==> config.mk <==
export PLATFORM = sky130hd
export DESIGN_NAME = dlbm_ram
export DESIGN_NICKNAME = d
export VERILOG_FILES = /design/src/hdl/dlbm_ram.sv
export SDC_FILE = /design/constraint.sdc
export NUM_CORES = 2
export LEC_CHECK = 0
export CAP_MARGIN = 5
export CORE_ASPECT_RATIO = 0.9
export CORE_MARGIN = 4
export CORE_UTILIZATION = 25
export DETAILED_ROUTE_END_ITERATION = 8
export DONT_BUFFER_PORTS = 1
export GPL_ROUTABILITY_DRIVEN = 1
export GPL_TIMING_DRIVEN = 1
export PLACE_DENSITY_LB_ADDON = 0.05
export SYNTH_ARGS = -nofsm -noshare
export SYNTH_HDL_FRONTEND = slang
export SYNTH_SLANG_ARGS = --single-unit
==> constraint.sdc <==
create_clock -name clk -period 5.6 [get_ports clk]
set_clock_uncertainty 0.05 [all_clocks]
set_input_delay 0.56 -clock clk [delete_from_list [all_inputs] [get_ports clk]]
set_output_delay 0.56 -clock clk [all_outputs]
set_load 0.03 [all_outputs]
==> src/hdl/dlbm_ram.sv <==
// Generic single-port-write, single-port-read RAM with registered read.
module dlbm_ram #(
  parameter int WIDTH = 8,
  parameter int DEPTH = 256,
  localparam int AW   = (DEPTH > 1) ? $clog2(DEPTH) : 1
) (
  input  logic             clk,
  input  logic             we,
  input  logic [AW-1:0]    waddr,
  input  logic [WIDTH-1:0] wdata,
  input  logic             re,
  input  logic [AW-1:0]    raddr,
  output logic [WIDTH-1:0] rdata
);
  logic [WIDTH-1:0] mem [DEPTH];

  always_ff @(posedge clk) begin
    if (we) mem[waddr] <= wdata;
    if (re) rdata <= mem[raddr];
  end
endmodule

==> reports/results.ini <==
[critical_path]
critical_path_arrival_ns=4.70
crit-reg2reg-launch=mem[83][6]$_DFFE_PP_
r2r_end=rdata[6]$_DFFE_PP_
r2r_setup_slack_ns=2.31
crit_path_end_kind=register
rr_worst_depth=6
cp_max_fo=446
setup.worst_path.class=input pin to register
start_kind=input pin
cp.required_ns=6.15

[outcome]
status=finished with violations
violations=max-slew violations

[floorplan]
core_um2=317100
fp-row-count=196
die_area_um2=327700
die_h_um=543.4
ioPinCount=35
fp.dieW_um=602.9
start_util=0.2511

[global_route]
overflow=0
antenna_found_initial=20
grt_max_degree=447
track_usage=0.1573
grt_pass1_vias=39800
grt_pass1_wl_um=356600

[synthesis]
seq_area_frac_synth=0.7753
synth_area_um2=79640
synthFlopType=edfxtp_1
synth_edf_count=2056
yosysWarnings=0
synthArstFlopShare=0
synthCells=3733
ys_ff_latch=2056
synth_cell_types=54
synth_area_per_cell_um2=21.33
syn-num-nets=3760

[timing]
fin_ws_ns=1.445
fin_tns_setup_ns=0
slew_headroom=-0.6050
final_hold_viol_count=0
period_minus_slack_ns=4.155
worstMarginPinSlew_ns=2.407
rsz0062_at_grt=no
final_max_slew_viol_count=260
post-route-period-util=0.7420
max_freq_ghz=0.2407
setup_viol=0

[hold_path]
hold_end=mem[37][0]$_DFFE_PP_
min_path_type=input pin to register
hp-start=wdata[0]
whs_path_depth=1

[clocking]
cts_tree=built
cts_sinks=2056
clockRootBuffer=clkbuf_16
cts-htree-levels=4
cts-resized-gates=0
cts_buffer_depth=4
path_clk_slew_ns=0.06
cts_buffers=237
clk_latency_ns=0.90

[route]
routed_via_density=4.580
routed_wl_um=262200
drt_iter0_drc=3641
antenna_left=0
via_count=38100
drc_errors=0
first_pass_iters=5
detail_route.wl_per_cell_um=31.52

[power]
p_total_mw=33.25
leakagePower_nw=27.63
ir_worst_vdd_mv=0.2290
powerDensity_nw_per_um2=360.7

[final_layout]
area_growth_pct=15.77
nets=3901
drive_above_1_share=0.2284
instances_no_fill=8320

[placement]
dp_hpwl_um=141400
portBuffers=0
place_ws_ns=0.7814
gp_congestion=0.7147
dp_cells=7873

[run]
cap_viol_max_count=0

cell usage in the layout, fill, tap and decap left out, drive strengths merged, types with 31 or more instances in the layout:
cell	instances
a21oi	96
a22oi	133
buf	132
clkbuf	299
clkinv	102
edfxtp	2056
mux2i	134
mux4	456
nand2	33
nand3	34
nor2	282
nor2b	31
o221ai	47
cell type report:
class	instances	area, um2
Clock buffer	299	6248
Timing Repair Buffer	135	1414
Fill cell	30870	224900
Clock inverter	121	875.8
Antenna cell	8	20.02
Sequential cell	2056	61740
Tap cell	4257	5326
Inverter	2	7.507
Multi-Input combinational cell	1442	16560
metal layers:
metal / track usage / part of all wire / up-vias
li1: - / - / 16040
met1: 0.2283 / 0.47 / 20930
met2: 0.2529 / 0.47 / 824
met3: 0.02182 / 0.040 / 308
met4: 0.03003 / 0.018 / 0
met5: 0 / 0 / -
synth_stat cells (2+ instances only):
cell type | n | area (um2)
a21oi_1 | 96 | 480.5
a22oi_1 | 133 | 998.5
a311oi_1 | 2 | 17.52
nand4_1 | 10 | 62.56
a2111oi_1 | 2 | 20.02
o211ai_1 | 10 | 75.07
a31oi_1 | 2 | 12.51
and3b_1 | 2 | 17.52
a22o_1 | 8 | 70.07
o32ai_1 | 4 | 35.03
nor2b_1 | 31 | 193.9
mux2i_1 | 134 | 1341
nor2_1 | 282 | 1059
a2111oi_0 | 2 | 17.52
buf_2 | 31 | 155.2
nor3_1 | 22 | 110.1
o22a_1 | 5 | 43.79
nand2_1 | 33 | 123.9
buf_6 | 21 | 236.5
o21ai_0 | 10 | 50.05
nand3_1 | 34 | 170.2
buf_12 | 8 | 160.2
nor4_1 | 24 | 150.1
mux4_2 | 454 | 10220
or2_2 | 4 | 25.02
and2_1 | 6 | 37.54
edfxtp_1 | 2056 | 61740
o22ai_1 | 28 | 175.2
o221ai_1 | 46 | 402.9
buf_1 | 22 | 82.58
clkbuf_1 | 111 | 416.7
a221oi_1 | 13 | 113.9
buf_8 | 13 | 195.2
o21ai_1 | 2 | 10.01
a211oi_1 | 16 | 120.1
nor4_2 | 3 | 37.54
nand2b_1 | 8 | 50.05
buf_4 | 27 | 202.7
nand3b_1 | 2 | 15.01
mux4_1 | 2 | 52.55
critical path: stages:
cell	delay [ns]
nand2_1	1.14
buf_4	0.41
o221ai_1	0.27
a21oi_1	0.30
o32ai_2	0.12
nor3_1	1.03
nor4_2	0.13
through the flow:
stage,util,hold WS [ns],area (um2)
2_1_floorplan,-,0.6089,79640
3_3_place_gp,0.2668,0.6315,84580
3_5_place_dp,0.2668,0.6313,84580
4_1_cts,0.2907,0.04673,92170
5_1_grt,0.2907,0.08240,92170
6_report,0.2907,0.06672,92190
repair_timing:
action	CTS	global route
endpoints found under the hold margin	1650	0
setup buffers	0	0
hold buffers	19	0
registers in the layout, indices dropped and copies added (netlist names):
name   flops
mem     2048
rdata      8
cell families (layout without fill, tap and decap cells):
family | Yosys count | count (layout) | synth area share
multiplexers | 591 | 591 | 0.1460
flip-flops | 2056 | 2056 | 0.7753
buffers and inverters | 235 | 557 | 0.01829
AO/OA/AOI/OAI | 385 | 385 | 0.03416
other | 0 | 8 | 0
AND/OR/NAND/NOR | 466 | 466 | 0.02625
power by group:
group	total (mW)	internal [mW]	switching [mW]
Clock	14.7	8.39	6.32
Sequential	17.0	17.0	0.0397
Combinational	1.52	0.531	0.985
worst max-delay path by stage:
stage,slack (ns),from,end
final,1.44,raddr[1],rdata[6]$_DFFE_PP_
after CTS,1.75,raddr[0],rdata[5]$_DFFE_PP_
after detailed placement,0.78,raddr[0],rdata[2]$_DFFE_PP_
after global routing,1.39,raddr[0],rdata[2]$_DFFE_PP_
after global placement,0.73,raddr[0],rdata[2]$_DFFE_PP_
after floorplan,2.91,raddr[0],rdata[2]$_DFFE_PP_
Power figures use the tool's default switching activity.
